## config.mk

```make
export PLATFORM = sky130hd
export DESIGN_NAME = soft_knee_compressor_gain_core
export DESIGN_NICKNAME = d
export VERILOG_FILES = /design/src/sv/skc_pkg.sv /design/src/sv/skc_div.sv /design/src/sv/soft_knee_compressor_gain_core.sv
export VERILOG_INCLUDE_DIRS = /design/src /design/src/sv
export SDC_FILE = /design/constraint.sdc
export NUM_CORES = 2
export LEC_CHECK = 0
export BUFFER_PORTS_ARGS = -buffer_cell sky130_fd_sc_hd__buf_2
export CAP_MARGIN = 10
export CORE_MARGIN = 5
export CORE_UTILIZATION = 45
export CTS_BUF_LIST = sky130_fd_sc_hd__clkbuf_8
export DETAILED_ROUTE_END_ITERATION = 7
export SYNTH_ARGS = -nofsm -noshare
export SYNTH_HDL_FRONTEND = slang
export SYNTH_SLANG_ARGS = --single-unit
export TNS_END_PERCENT = 20
```

## constraint.sdc

```tcl
create_clock -name clk -period 24.2 [get_ports clk]
set_clock_uncertainty 0.15 [all_clocks]
set_input_delay 4.84 -clock clk [delete_from_list [all_inputs] [get_ports clk]]
set_output_delay 4.84 -clock clk [all_outputs]
set_load 0.02 [all_outputs]
```

## src/sv/soft_knee_compressor_gain_core_macros.svh

```systemverilog
// assertion macros for the soft knee compressor gain core
`ifndef SOFT_KNEE_COMPRESSOR_GAIN_CORE_MACROS_SVH
`define SOFT_KNEE_COMPRESSOR_GAIN_CORE_MACROS_SVH
`ifndef SYNTHESIS
`define SKC_ASSERT_IMPL(name, ante, cons) \
  name: assert property (@(posedge clk) disable iff (rst) (ante) |-> (cons)) \
    else $error("skc assertion failed");
`define SKC_ASSERT_NEXT(name, ante, cons) \
  name: assert property (@(posedge clk) disable iff (rst) (ante) |=> (cons)) \
    else $error("skc assertion failed");
`else
`define SKC_ASSERT_IMPL(name, ante, cons)
`define SKC_ASSERT_NEXT(name, ante, cons)
`endif
`endif

```

## src/sv/skc_pkg.sv

```systemverilog
// shared types, constants and tables of the soft knee compressor gain core
package skc_pkg;

  localparam int CFG_IDX_W  = 3;
  localparam int CFG_DATA_W = 16;
  localparam int NUM_W      = 56;
  localparam int DEN_W      = 43;
  localparam int QUO_W      = 16;

  localparam logic signed [15:0] DB_SILENT       = -16'sd25600;
  localparam logic [43:0]        DB_PER_LOG2_Q16 = 44'd394566;
  localparam logic [43:0]        LOG2_PER_DB_Q24 = 44'd2786635;
  localparam logic [19:0]        OUT_MAX         = 20'hFFFFF;
  localparam logic [17:0]        EXP_ONE         = 18'd65536;

  localparam logic [14:0] THRESHOLD_RST = 15'h6C00;
  localparam logic [12:0] RATIO_RST     = 13'd1024;
  localparam logic [12:0] KNEE_RST      = 13'd1536;
  localparam logic [12:0] MAKEUP_RST    = 13'd0;
  localparam logic [15:0] ATTACK_RST    = 16'd62000;
  localparam logic [15:0] RELEASE_RST   = 16'd65000;
  localparam logic [1:0]  CHANNELS_RST  = 2'd2;

  typedef enum logic [CFG_IDX_W-1:0] {
    CFG_THRESHOLD = 3'd0,
    CFG_RATIO     = 3'd1,
    CFG_KNEE      = 3'd2,
    CFG_MAKEUP    = 3'd3,
    CFG_ATTACK    = 3'd4,
    CFG_RELEASE   = 3'd5,
    CFG_CHANNELS  = 3'd6
  } cfg_reg_e;

  typedef enum logic [4:0] {
    ST_IDLE, ST_NORM, ST_SQ, ST_DB, ST_XR, ST_RED, ST_UU, ST_UA, ST_UN,
    ST_HNUM, ST_DSTART, ST_DWAIT, ST_SMUL, ST_SUPD, ST_Q, ST_EMUL,
    ST_ESPLIT, ST_ELOOP, ST_PROD, ST_SH1, ST_SH2, ST_OUT
  } state_t;

  typedef struct packed {
    logic signed [15:0] left_sample;
    logic signed [15:0] right_sample;
  } in_item_t;

  typedef struct packed {
    logic [19:0]        out_level;
    logic signed [15:0] gain_reduction_db;
  } out_item_t;

  typedef struct packed {
    logic             start;
    logic [NUM_W-1:0] num;
    logic [DEN_W-1:0] den;
  } div_req_t;

  typedef struct packed {
    logic             done;
    logic [QUO_W-1:0] quot;
  } div_rsp_t;

  function automatic logic [15:0] rect16(input logic signed [15:0] v);
    logic [16:0] neg;
    neg = 17'h10000 - {1'b0, v};
    return v[15] ? neg[15:0] : v;
  endfunction

  function automatic logic [3:0] lead_one(input logic [15:0] v);
    logic [3:0] p;
    p = '0;
    for (int i = 0; i < 16; i++) begin
      if (v[i]) p = 4'(i);
    end
    return p;
  endfunction

  // 2^(2^-k)-1 in q16, k = 1..16
  function automatic logic [14:0] exp_coef(input logic [3:0] idx);
    logic [14:0] c;
    unique case (idx)
      4'd0:  c = 15'd27146;
      4'd1:  c = 15'd12400;
      4'd2:  c = 15'd5932;
      4'd3:  c = 15'd2902;
      4'd4:  c = 15'd1435;
      4'd5:  c = 15'd714;
      4'd6:  c = 15'd356;
      4'd7:  c = 15'd178;
      4'd8:  c = 15'd89;
      4'd9:  c = 15'd44;
      4'd10: c = 15'd22;
      4'd11: c = 15'd11;
      4'd12: c = 15'd6;
      4'd13: c = 15'd3;
      4'd14: c = 15'd1;
      4'd15: c = 15'd1;
      default: c = 15'd0;
    endcase
    return c;
  endfunction

endpackage

```

## src/sv/skc_div.sv

```systemverilog
// iterative restoring divider, one quotient bit per cycle
module skc_div import skc_pkg::*; (
  input  logic     clk,
  input  logic     rst,
  input  div_req_t req,
  output div_rsp_t rsp
);

  logic             busy;
  logic [3:0]       step;
  logic [NUM_W-1:0] rem;
  logic [DEN_W-1:0] den;
  logic [QUO_W-1:0] quot;
  logic             done;
  logic [DEN_W+QUO_W-1:0] den_sh;
  logic [DEN_W+QUO_W-1:0] rem_ext;
  logic                   fits;

  always_comb begin
    den_sh  = {{QUO_W{1'b0}}, den} << step;
    rem_ext = {{(DEN_W+QUO_W-NUM_W){1'b0}}, rem};
    fits    = rem_ext >= den_sh;
  end

  always_ff @(posedge clk) begin
    if (rst) begin
      busy <= 1'b0;
      done <= 1'b0;
    end else begin
      done <= 1'b0;
      if (req.start) begin
        rem  <= req.num;
        den  <= req.den;
        quot <= '0;
        step <= 4'hF;
        busy <= 1'b1;
      end else if (busy) begin
        if (fits) begin
          rem        <= rem - den_sh[NUM_W-1:0];
          quot[step] <= 1'b1;
        end
        step <= step - 4'd1;
        if (step == 4'd0) begin
          busy <= 1'b0;
          done <= 1'b1;
        end
      end
    end
  end

  assign rsp.done = done;
  assign rsp.quot = quot;

endmodule

```

## src/sv/soft_knee_compressor_gain_core.sv

```systemverilog
// Soft knee compressor gain core: one stereo sample pair in, one gain-applied level and
// one gain reduction meter value out. The block works on one item at a time with a single
// shared 20x44 multiplier under a sequencer. in_ready stays low from acceptance until the
// sequencer is back in idle. An item inside the knee takes longest, then one above it, then
// one below it. A silent level skips the log loop. The 16-step log2 squaring loop, the
// divider and the 16-step exponent loop set how long an item takes. A finished result waits
// in the output register while the next item is accepted. If the previous result is still
// held there, the sequencer waits in its last step until it is taken. Configuration must be
// written only while the block is idle; the block itself does not enforce it.
`include "soft_knee_compressor_gain_core_macros.svh"
module soft_knee_compressor_gain_core import skc_pkg::*; (
  input  logic                  clk,
  input  logic                  rst,
  input  logic                  cfg_we,
  input  logic [CFG_IDX_W-1:0]  cfg_index,
  input  logic [CFG_DATA_W-1:0] cfg_data,
  input  logic                  in_valid,
  output logic                  in_ready,
  input  in_item_t              in_item,
  output logic                  out_valid,
  input  logic                  out_ready,
  output out_item_t             out_item
);

  logic signed [14:0] thr;
  logic [12:0]        ratio;
  logic [12:0]        knee;
  logic [12:0]        makeup;
  logic [15:0]        att;
  logic [15:0]        rel;
  logic [1:0]         chans;

  state_t state, state_next;

  logic [15:0]        level_r;
  logic [16:0]        m_log;
  logic [3:0]         p_r;
  logic [15:0]        f_log;
  logic [3:0]         cnt;
  logic [63:0]        prod_r;
  logic signed [15:0] x_r;
  logic signed [17:0] diff_r;
  logic [13:0]        u_r;
  logic [DEN_W-1:0]   den_r;
  logic               neg_r;
  logic signed [16:0] g_r;
  logic signed [31:0] dstate;
  logic signed [15:0] meter_r;
  logic signed [26:0] s_r;
  logic signed [16:0] exp_n;
  logic [15:0]        exp_f;
  logic [17:0]        exp_m;
  logic [56:0]        sum_r;
  logic [5:0]         amt_r;
  logic               sat_r;
  logic               zero_r;
  logic [19:0]        res_level;

  logic [15:0]        la, ra, in_level;
  logic [16:0]        lvl_sum;
  logic [3:0]         lead;
  logic [33:0]        sq;
  logic [19:0]        mag_db;
  logic [39:0]        xr_sum;
  logic signed [19:0] x2, t2, kk, lo, hi, u;
  logic signed [17:0] diff;
  logic [17:0]        diff_mag;
  logic [12:0]        r_eff, rr;
  logic signed [33:0] g256, dd, q2, dnew;
  logic [33:0]        dd_mag;
  logic [15:0]        coef;
  logic [47:0]        q2_sum;
  logic [32:0]        dmag;
  logic [32:0]        qa_sum;
  logic signed [25:0] q, mq;
  logic signed [15:0] meter;
  logic signed [26:0] s_val;
  logic [26:0]        s_mag;
  logic [47:0]        e_sum;
  logic signed [32:0] e_val;
  logic signed [16:0] nsh;
  logic [5:0]         amt;
  logic [56:0]        rnd, sum_val, v;
  logic               sat_val, zero_val;
  logic [35:0]        et;
  logic [19:0]        mul_a;
  logic [43:0]        mul_b;
  logic [63:0]        mul_p;

  div_req_t div_req;
  div_rsp_t div_rsp;

  skc_div u_div (
    .clk (clk),
    .rst (rst),
    .req (div_req),
    .rsp (div_rsp)
  );

  // configuration registers
  always_ff @(posedge clk) begin
    if (rst) begin
      thr    <= THRESHOLD_RST;
      ratio  <= RATIO_RST;
      knee   <= KNEE_RST;
      makeup <= MAKEUP_RST;
      att    <= ATTACK_RST;
      rel    <= RELEASE_RST;
      chans  <= CHANNELS_RST;
    end else if (cfg_we) begin
      unique case (cfg_reg_e'(cfg_index))
        CFG_THRESHOLD: thr    <= cfg_data[14:0];
        CFG_RATIO:     ratio  <= cfg_data[12:0];
        CFG_KNEE:      knee   <= cfg_data[12:0];
        CFG_MAKEUP:    makeup <= cfg_data[12:0];
        CFG_ATTACK:    att    <= cfg_data;
        CFG_RELEASE:   rel    <= cfg_data;
        CFG_CHANNELS:  chans  <= cfg_data[1:0];
        default: ;
      endcase
    end
  end

  // datapath arithmetic
  always_comb begin
    la       = rect16(in_item.left_sample);
    ra       = rect16(in_item.right_sample);
    lvl_sum  = {1'b0, la} + {1'b0, ra};
    in_level = (chans == 2'd1) ? la : lvl_sum[16:1];
    lead     = lead_one(level_r);
    sq       = mul_p[33:0];
    mag_db   = {4'(4'd15 - p_r), 16'b0} - {4'b0, f_log};
    xr_sum   = prod_r[39:0] + 40'h800000;

    x2 = {{3{x_r[15]}}, x_r, 1'b0};
    t2 = {{4{thr[14]}}, thr, 1'b0};
    kk = {7'b0, knee};
    lo = t2 - kk;
    hi = t2 + kk;
    u  = x2 - lo;
    diff     = {{3{thr[14]}}, thr} - {{2{x_r[15]}}, x_r};
    diff_mag = diff_r[17] ? 18'(-diff_r) : 18'(diff_r);
    r_eff    = (ratio < 13'd256) ? 13'd256 : ratio;
    rr       = r_eff - 13'd256;

    g256   = {{9{g_r[16]}}, g_r, 8'b0};
    dd     = {{2{dstate[31]}}, dstate} - g256;
    dd_mag = dd[33] ? 34'(-dd) : 34'(dd);
    coef   = (!dd[33] && (dd != '0)) ? att : rel;
    q2_sum = prod_r[47:0] + 48'd32768;
    q2     = {2'b0, q2_sum[47:16]};
    dnew   = g256 + (neg_r ? -q2 : q2);

    dmag   = dstate[31] ? 33'(-{dstate[31], dstate}) : {1'b0, dstate};
    qa_sum = dmag + 33'd128;
    q      = dstate[31] ? -$signed({1'b0, qa_sum[32:8]}) : $signed({1'b0, qa_sum[32:8]});
    mq     = -q;
    if (mq > 26'sd32767) begin
      meter = 16'sd32767;
    end else if (mq < -26'sd32768) begin
      meter = -16'sd32768;
    end else begin
      meter = mq[15:0];
    end
    s_val = {q[25], q} + $signed({14'b0, makeup});
    s_mag = s_r[26] ? 27'(-s_r) : 27'(s_r);

    e_sum = prod_r[47:0] + 48'd32768;
    e_val = s_r[26] ? -$signed({1'b0, e_sum[47:16]}) : $signed({1'b0, e_sum[47:16]});

    sat_val  = exp_n > 17'sd20;
    zero_val = (level_r == '0) || (exp_n < -17'sd20);
    nsh      = 17'sd36 - exp_n;
    amt      = nsh[5:0];
    rnd      = 57'd1 << (amt - 6'd1);
    sum_val  = {2'b0, prod_r[34:0], 20'b0} + rnd;
    v        = sum_r >> amt_r;
    et       = mul_p[35:0] + 36'd32768;
  end

  // shared multiplier operand selection
  always_comb begin
    mul_a = '0;
    mul_b = '0;
    unique case (state)
      ST_SQ: begin
        mul_a = {3'b0, m_log};
        mul_b = {27'b0, m_log};
      end
      ST_DB: begin
        mul_a = mag_db;
        mul_b = DB_PER_LOG2_Q16;
      end
      ST_UU: begin
        mul_a = {6'b0, u_r};
        mul_b = {30'b0, u_r};
      end
      ST_UA: begin
        mul_a = {7'b0, rr};
        mul_b = prod_r[43:0];
      end
      ST_UN: begin
        mul_a = {2'b0, diff_mag};
        mul_b = prod_r[43:0];
      end
      ST_HNUM: begin
        mul_a = {2'b0, diff_mag};
        mul_b = {31'b0, rr};
      end
      ST_SMUL: begin
        mul_a = {4'b0, coef};
        mul_b = {10'b0, dd_mag};
      end
      ST_EMUL: begin
        mul_a = s_mag[19:0];
        mul_b = LOG2_PER_DB_Q24;
      end
      ST_ELOOP: begin
        mul_a = {5'b0, exp_coef(cnt)};
        mul_b = {26'b0, exp_m};
      end
      ST_PROD: begin
        mul_a = {4'b0, level_r};
        mul_b = {26'b0, exp_m};
      end
      default: ;
    endcase
  end

  assign mul_p = mul_a * mul_b;

  always_ff @(posedge clk) begin
    if (rst) begin
      state <= ST_IDLE;
    end else begin
      state <= state_next;
    end
  end

  always_comb begin
    state_next    = state;
    in_ready      = (state == ST_IDLE);
    div_req.start = (state == ST_DSTART);
    div_req.num   = prod_r[NUM_W-1:0] + {{(NUM_W-DEN_W+1){1'b0}}, den_r[DEN_W-1:1]};
    div_req.den   = den_r;
    unique case (state)
      ST_IDLE:   if (in_valid) state_next = ST_NORM;
      ST_NORM:   state_next = (level_r == '0) ? ST_RED : ST_SQ;
      ST_SQ:     if (cnt == 4'hF) state_next = ST_DB;
      ST_DB:     state_next = ST_XR;
      ST_XR:     state_next = ST_RED;
      ST_RED: begin
        if (x2 < lo) begin
          state_next = ST_SMUL;
        end else if (x2 < hi) begin
          state_next = ST_UU;
        end else begin
          state_next = ST_HNUM;
        end
      end
      ST_UU:     state_next = ST_UA;
      ST_UA:     state_next = ST_UN;
      ST_UN:     state_next = ST_DSTART;
      ST_HNUM:   state_next = ST_DSTART;
      ST_DSTART: state_next = ST_DWAIT;
      ST_DWAIT:  if (div_rsp.done) state_next = ST_SMUL;
      ST_SMUL:   state_next = ST_SUPD;
      ST_SUPD:   state_next = ST_Q;
      ST_Q:      state_next = ST_EMUL;
      ST_EMUL:   state_next = ST_ESPLIT;
      ST_ESPLIT: state_next = ST_ELOOP;
      ST_ELOOP:  if (cnt == 4'hF) state_next = ST_PROD;
      ST_PROD:   state_next = ST_SH1;
      ST_SH1:    state_next = ST_SH2;
      ST_SH2:    state_next = ST_OUT;
      ST_OUT:    if (!out_valid || out_ready) state_next = ST_IDLE;
      default:   state_next = ST_IDLE;
    endcase
  end

  always_ff @(posedge clk) begin
    if (rst) begin
      dstate    <= '0;
      out_valid <= 1'b0;
    end else begin
      prod_r <= mul_p;
      if (out_valid && out_ready && (state != ST_OUT)) out_valid <= 1'b0;
      unique case (state)
        ST_IDLE: if (in_valid) level_r <= in_level;
        ST_NORM: begin
          if (level_r == '0) begin
            x_r <= DB_SILENT;
          end else begin
            p_r   <= lead;
            m_log <= {1'b0, level_r} << (5'd16 - {1'b0, lead});
            f_log <= '0;
            cnt   <= '0;
          end
        end
        ST_SQ: begin
          m_log <= sq[33] ? sq[33:17] : sq[32:16];
          f_log <= {f_log[14:0], sq[33]};
          cnt   <= cnt + 4'd1;
        end
        ST_XR: x_r <= -$signed(xr_sum[39:24]);
        ST_RED: begin
          diff_r <= diff;
          u_r    <= u[13:0];
          if (x2 < lo) g_r <= '0;
        end
        ST_UN: begin
          den_r <= prod_r[DEN_W-1:0] + (DEN_W'(knee) << 19);
          neg_r <= diff_r[17];
        end
        ST_HNUM: begin
          den_r <= DEN_W'(r_eff);
          neg_r <= diff_r[17];
        end
        ST_DWAIT: begin
          if (div_rsp.done) begin
            g_r <= neg_r ? -$signed({1'b0, div_rsp.quot}) : $signed({1'b0, div_rsp.quot});
          end
        end
        ST_SMUL: neg_r <= dd[33];
        ST_SUPD: dstate <= dnew[31:0];
        ST_Q: begin
          meter_r <= meter;
          s_r     <= s_val;
        end
        ST_ESPLIT: begin
          exp_n <= e_val[32:16];
          exp_f <= e_val[15:0];
          exp_m <= EXP_ONE;
          cnt   <= '0;
        end
        ST_ELOOP: begin
          if (exp_f[4'hF - cnt]) exp_m <= exp_m + et[33:16];
          cnt <= cnt + 4'd1;
        end
        ST_SH1: begin
          sum_r  <= sum_val;
          amt_r  <= amt;
          sat_r  <= sat_val;
          zero_r <= zero_val;
        end
        ST_SH2: begin
          if (zero_r) begin
            res_level <= '0;
          end else if (sat_r || (v > 57'(OUT_MAX))) begin
            res_level <= OUT_MAX;
          end else begin
            res_level <= v[19:0];
          end
        end
        ST_OUT: begin
          if (!out_valid || out_ready) begin
            out_valid                  <= 1'b1;
            out_item.out_level         <= res_level;
            out_item.gain_reduction_db <= meter_r;
          end
        end
        default: ;
      endcase
    end
  end

  `SKC_ASSERT_NEXT(a_busy_after_accept, in_valid && in_ready, !in_ready)
  `SKC_ASSERT_IMPL(a_div_done_in_wait, div_rsp.done, state == ST_DWAIT)
  `SKC_ASSERT_IMPL(a_log_mant_norm, state == ST_SQ, m_log[16])
  `SKC_ASSERT_IMPL(a_exp_mant_floor, state == ST_ELOOP, exp_m >= EXP_ONE)

endmodule
```

# ---- Word-level counts from Yosys, hierarchy flattened
# Memory sizes are Yosys's and may differ from the RTL's. A register that Yosys moved wholly into a read port is not among the register bits.
# Index checks and enable logic that the tools add are counted.
dict set report word_totals {
  register_bits 684
  rom_bits 240
  inputBits 56
  output_inout_bits 38
  wordCells 269
  memories 1
}
# memory words word_bits rd rd_clocked_by_memory_dff wr line_no
set memory_table {}
lappend memory_table {{(name not given)} 16 15 1 1 0 skc_pkg.sv:79} ;# unique case (idx)
dict set report classes {
  add_sub_neg 38
  mul 1
  n_lt_le_gt_ge 12
  eq_ne 39
  shift 4
  muxes 75
  bitwise 4
  n_reduce_logical 54
}
# op count
set ops {}
lappend ops {{$pmux W44 S8} 1}
lappend ops {{$pmux W20 S9} 1}
lappend ops {{$mux W56} 3}
lappend ops {{$mux W16} 9}
lappend ops {{$pmux W5 S21} 1}
lappend ops {{$pmux W43 S2} 1}
lappend ops {{$mux W17} 5}
lappend ops {{$mux W4} 19}
lappend ops {{$pmux W17 S2} 2}
lappend ops {{$mux W32} 2}
lappend ops {{$pmux W16 S2} 2}
lappend ops {{$ge A56 B59 Y1} 1}
lappend ops {{$shl A43 B4 Y59} 1}
lappend ops {{$add A55 B57 Y57} 1}
lappend ops {{$gt A57 B20 Y1 const B} 1}
lappend ops {{$shl A1 B6 Y57 const A} 1}
lappend ops {{$shr A57 B6 Y57} 1}
lappend ops {{$add A56 B42 Y56} 1}
lappend ops {{$mul A20 B44 Y56} 1}
lappend ops {{$sub A56 B56 Y56} 1}
lappend ops {{$add A48 B16 Y48 const B} 1}
lappend ops {{$add A43 B32 Y43} 1}
lappend ops {{$add A40 B24 Y40 const B} 1}
lappend ops {{$eq A5 B4 Y1 const B} 8}
lappend ops {{83 further kinds} 161}

# ---- Depth between registers and ports, before layout
dict set report logic_depth {
  depth_word 19
  ltp_mapped 62
  ltp_nobuf 58
}

# ---- Cells and area by module
# Synthesis repeated with hierarchy kept, for this count alone.
dict set report unflattened {
  hier_cells 8984
  hier_area_um2 80006.7
}
# mod n_inst cells_per_inst area_each_um2 seq_area_each_um2
set by_module_without_submodules {}
lappend by_module_without_submodules {soft_knee_compressor_gain_core 1 7881 69721.9 15735.1}
lappend by_module_without_submodules {skc_div 1 1103 10284.9 3613.5}

# ---- Worst setup path after synthesis
# OpenSTA, ideal clock, no wires.
dict set report synth_timing {
  path_kind {register to register}
  start {register dstate[8]}
  end {register exp_m[17] (data pin)}
  setup_ns 0.131
  arrival_ns 13.522
  path_slack_ns 10.397
  stages_incl_launch_ff 60
  n_path_buf 4
  cell_sequence {dfxtp_1 -> buf_1 -> inv_1 -> ha_1 -> fa_1 -> nor2b_1 -> o21a_1 -> o21ai_0 -> a21oi_1 -> nor4b_1 -> nor3b_1 -> nand3b_1 -> or4_1 -> nand4b_1 -> o21ai_1 -> clkbuf_1 -> mux2i_1 -> o21ai_1 -> [24 not listed] -> clkbuf_1 -> xor2_1 -> ha_1 -> a21o_1 -> a21oi_1 -> o21bai_1 -> a21oi_1 -> o21bai_1 -> a21oi_1 -> o21ai_0 -> o211ai_1 -> a21oi_1 -> a41oi_1 -> a21oi_1 -> xor2_1 -> xor2_1 -> or4_1 -> nand2_1}
}
dict set report synth_via {
  elab_chain_len 10
  elab_cells_between_ends 14
}
# item line_no
set synth_rtl {}
lappend synth_rtl {{start: declaration} soft_knee_compressor_gain_core.sv:47} ;# logic signed [31:0] dstate;
lappend synth_rtl {{start signal: assignment} soft_knee_compressor_gain_core.sv:325} ;# ST_SUPD: dstate <= dnew[31:0];
lappend synth_rtl {{$sub A32 B25 Y33 *} soft_knee_compressor_gain_core.sv:147} ;# dd = {{2{dstate[31]}}, dstate} - g256;
lappend synth_rtl {{parallel branches: the longest is 4 deep, another holds $neg A33 Y34} --}
lappend synth_rtl {{$mul A20 B44 Y56 *} soft_knee_compressor_gain_core.sv:230} ;# assign mul_p = mul_a * mul_b;
lappend synth_rtl {{via mul_p[16]} soft_knee_compressor_gain_core.sv:88} ;# logic [63:0] mul_p;
lappend synth_rtl {{$add A34 B16 Y34 *} soft_knee_compressor_gain_core.sv:178} ;# et = mul_p[35:0] + 36'd32768;
lappend synth_rtl {{$add A18 B18 Y18 *} soft_knee_compressor_gain_core.sv:337} ;# if (exp_f[4'hF - cnt]) exp_m <= exp_m + et[33:16];
lappend synth_rtl {{$mux W18 *} soft_knee_compressor_gain_core.sv:337}
lappend synth_rtl {{$pmux W18 S2 *} soft_knee_compressor_gain_core.sv:288} ;# unique case (state)
lappend synth_rtl {{end signal: assignment} soft_knee_compressor_gain_core.sv:337}
lappend synth_rtl {{end: declaration} soft_knee_compressor_gain_core.sv:52} ;# logic [17:0] exp_m;
# Mark *: on every way through the listed nets, which the timed path passes. The select of a mux whose other input is x is not followed.
# A chain may end at the register's enable or synchronous reset.

# ---- Final worst setup path
# Ends and elaborated chain as after synthesis.

==> out/summary.txt <==
status = complete, but fails checks
violated checks = DRC
data required time of the critical path = 24.81 ns
crit-path leading delay family = adder cells
Post-DP HPWL = 213200 um
GPL Wtd Cong = 0.9893
CTS tree = done
final hold viol count = 0
Detailed Route Iter0 Violations = 6319
Post-DRT Antenna Nets = 0
via count = 67400
worst reg2reg path depth = 57
period utilisation layout = 0.6308
Buffers on Ports = 93
largest net degree at the start of global routing = 68
syn avg cell area = 8.807 um^2
Final Net Count = 10350
Power Dens Cells = 61.26 nW/um^2
CTS Sinks = 692
Root Buffer = clkbuf_8
Commonest cells post-synth = nand2_1 (1372), inv_1 (1008), fa_1 (738), nor2_1 (673), edfxtp_1 (549)
Critical Path Source Type = flop
Critical R2R Capture = exp_m[17]
Top Usage Layer GRT = met2
top cell type's share of synthesized area = 0.2068
Post-synth EDFFs = 549
Synth area leader = edfxtp_1
R2R Path Start = dstate[8]
Power Total = 5.266 mW
drt wl/cell = 24.21 um
share of cells above drive strength 1 = 0.07182
CP endpoint = exp_m[17]
initial antenna violation count = 11
I/O pin cnt = 94
clock tree buffer depth = 3
Worst setup startpoint = dstate[8]
CTS Hold Buffers Added = 0
CORE AREA = 176100 um^2
critical-path maximum fanout = 43
Die Width = 430.9 um
crit path kind = reg2reg
CTS Buf Count = 121
grt ovf = 0
largest cells by area after synthesis = edfxtp_1 (21%), fa_1 (19%), ha_1 (7.5%)
RSZ-0062 raised after global routing = false
Top FF cell, synth = edfxtp_1
buffer and inverter count on the worst path = 8
synthesized flop and latch total = 692
maximum vdd drop = 0.06915 mV
GRT met1 Usage = 0.3849
number of stages on the worst setup path = 57
# DRC = 1
Clk Latency, worst-skew pair = 0.88 ns
cts repair resizes = 0
leak pwr = 36.20 nW
clock slew at reported path FFs = 0.07 ns
GRT met2 Usage = 0.4703
Hold Path Class = reg2reg
GRT Total Usage = 0.2956
TritonRoute pass-1 iters = 8
Hold Path Stages = 0
routed vias/inst = 5.843
depth of the CTS H-tree = 3
Initial Utilization = 0.4526
crit path max-delay cell type = dfxtp_1
Final Core Density = 0.4882
Final Critical Period = 15.27 ns
Slew HR = 0.1081
die area = 185700 um^2
die height = 430.9 um
Routed WL = 279200 um
first-pass GRT wire length = 418300 um
M3 GR Usage = 0.04823
fin. max-slew vios = 0
sequential share of the synthesized area = 0.2427
maxcap violations = 0
slack of the worst reg-to-reg path = 8.93 ns
WP data arrival = 15.87 ns
ys async rst share = 0
# Post-CTS Setup Buffers = 0
setup_tns = 0 ns
Area Growth Syn to Fin = 7.846%
Std-Cell Rows = 154
Post-Syn Instances = 9051
Netlist cell types = 108
Setup Viol. Count Final = 0
cell with the most instances after synthesis = nand2_1
Cell Area, Synth = 79720 um^2
max frequency = 65.50 MHz
crit end category = flop
Worst path max stage delay = 0.68 ns
Worst-Margin Slew = 1.338 ns
Synth Warn # = 0
vias in the first global route = 67250
-- cell usage in the layout (no fill, tap or decap), types with 101 or more instances in the layout --
cell type  Yosys  routed
edfxtp_1     549     549
nor2_1       673     666
buf_4          0     146
and2_1       204     204
mux2i_1      135     135
a21oi_1      530     527
xnor2_1      377     377
clkbuf_8       0     126
o21ai_0      371     368
xor2_1       262     261
dfxtp_1      143     142
a21o_1       130     130
fa_1         738     738
nand3_1      172     171
nor3_1       147     141
inv_1       1008    1027
nand2_1     1372    1371
ha_1         478     478
nor2b_1      102     101
-- metrics by stage --
step                      hold slack (ns)  instances  worst slack, ns  cell area (um^2)
after global placement             0.2504      11300            9.292             83190
after detailed placement           0.2545      11300            9.113             83190
final                              0.2669      11540            8.934             85970
after global routing               0.2744      11530            7.851             85960
after floorplan                    0.2503       9125            10.40             79990
after CTS                          0.2682      11530            9.062             85950
-- cells by family after synthesis --
group,Yosys count,synth area share
muxes,233,0.04210
xor gates and xnor gates,642,0.07098
and+or+nand+nor,3145,0.1807
buffers and inverters,1420,0.06733
other,1,0.00004704
DFF,692,0.2427
AOI/OAI and AO/OA,1702,0.1358
adders and majority gates,1216,0.2604
-- layout make-up --
cell class	instances	area, um^2
clock inverters	105	1031
well taps	2340	2928
inverters	1015	3812
diodes	5	12.51
fillers	16920	90140
multi-input cells	7013	55540
repair buffers	239	1562
clock buffers	126	1734
flip-flops and latches	692	19350
-- worst min path at each step --
stage / from / to / slack, ns
finish: res_level[2] / out_item[18] / 0.27
global route: meter_r[14] / out_item[14] / 0.27
CTS: res_level[14] / out_item[30] / 0.27
detailed placement: meter_r[9] / out_item[9] / 0.25
global placement: res_level[14] / out_item[30] / 0.25
floorplan: meter_r[0] / out_item[0] / 0.25
-- routing by layer --
| layer | routed length, um | share of wire | vias up |
|---|---|---|---|
| met5 | 63 | 0.00023 | - |
| met3 | 21710 | 0.078 | 665 |
| li1 | - | - | 30640 |
| met2 | 125800 | 0.45 | 2811 |
| met4 | 18220 | 0.065 | 10 |
| met1 | 113400 | 0.41 | 33270 |
-- state kept, by name, summed over array words and instances (netlist names), 20 cells and up, named ones only --
name,count
den_r,43
dstate,32
out_item,36
prod_r,56
res_level,20
s_r,21
sum_r,57
u_div.den,43
u_div.rem,56
-- report_power, final --
part | total (mW) | switching (mW) | internal [mW]
Clock | 1.27 | 0.574 | 0.696
Sequential | 1.56 | 0.141 | 1.41
Combinational | 2.44 | 1.61 | 0.830
Power figures use the tool's default switching activity.
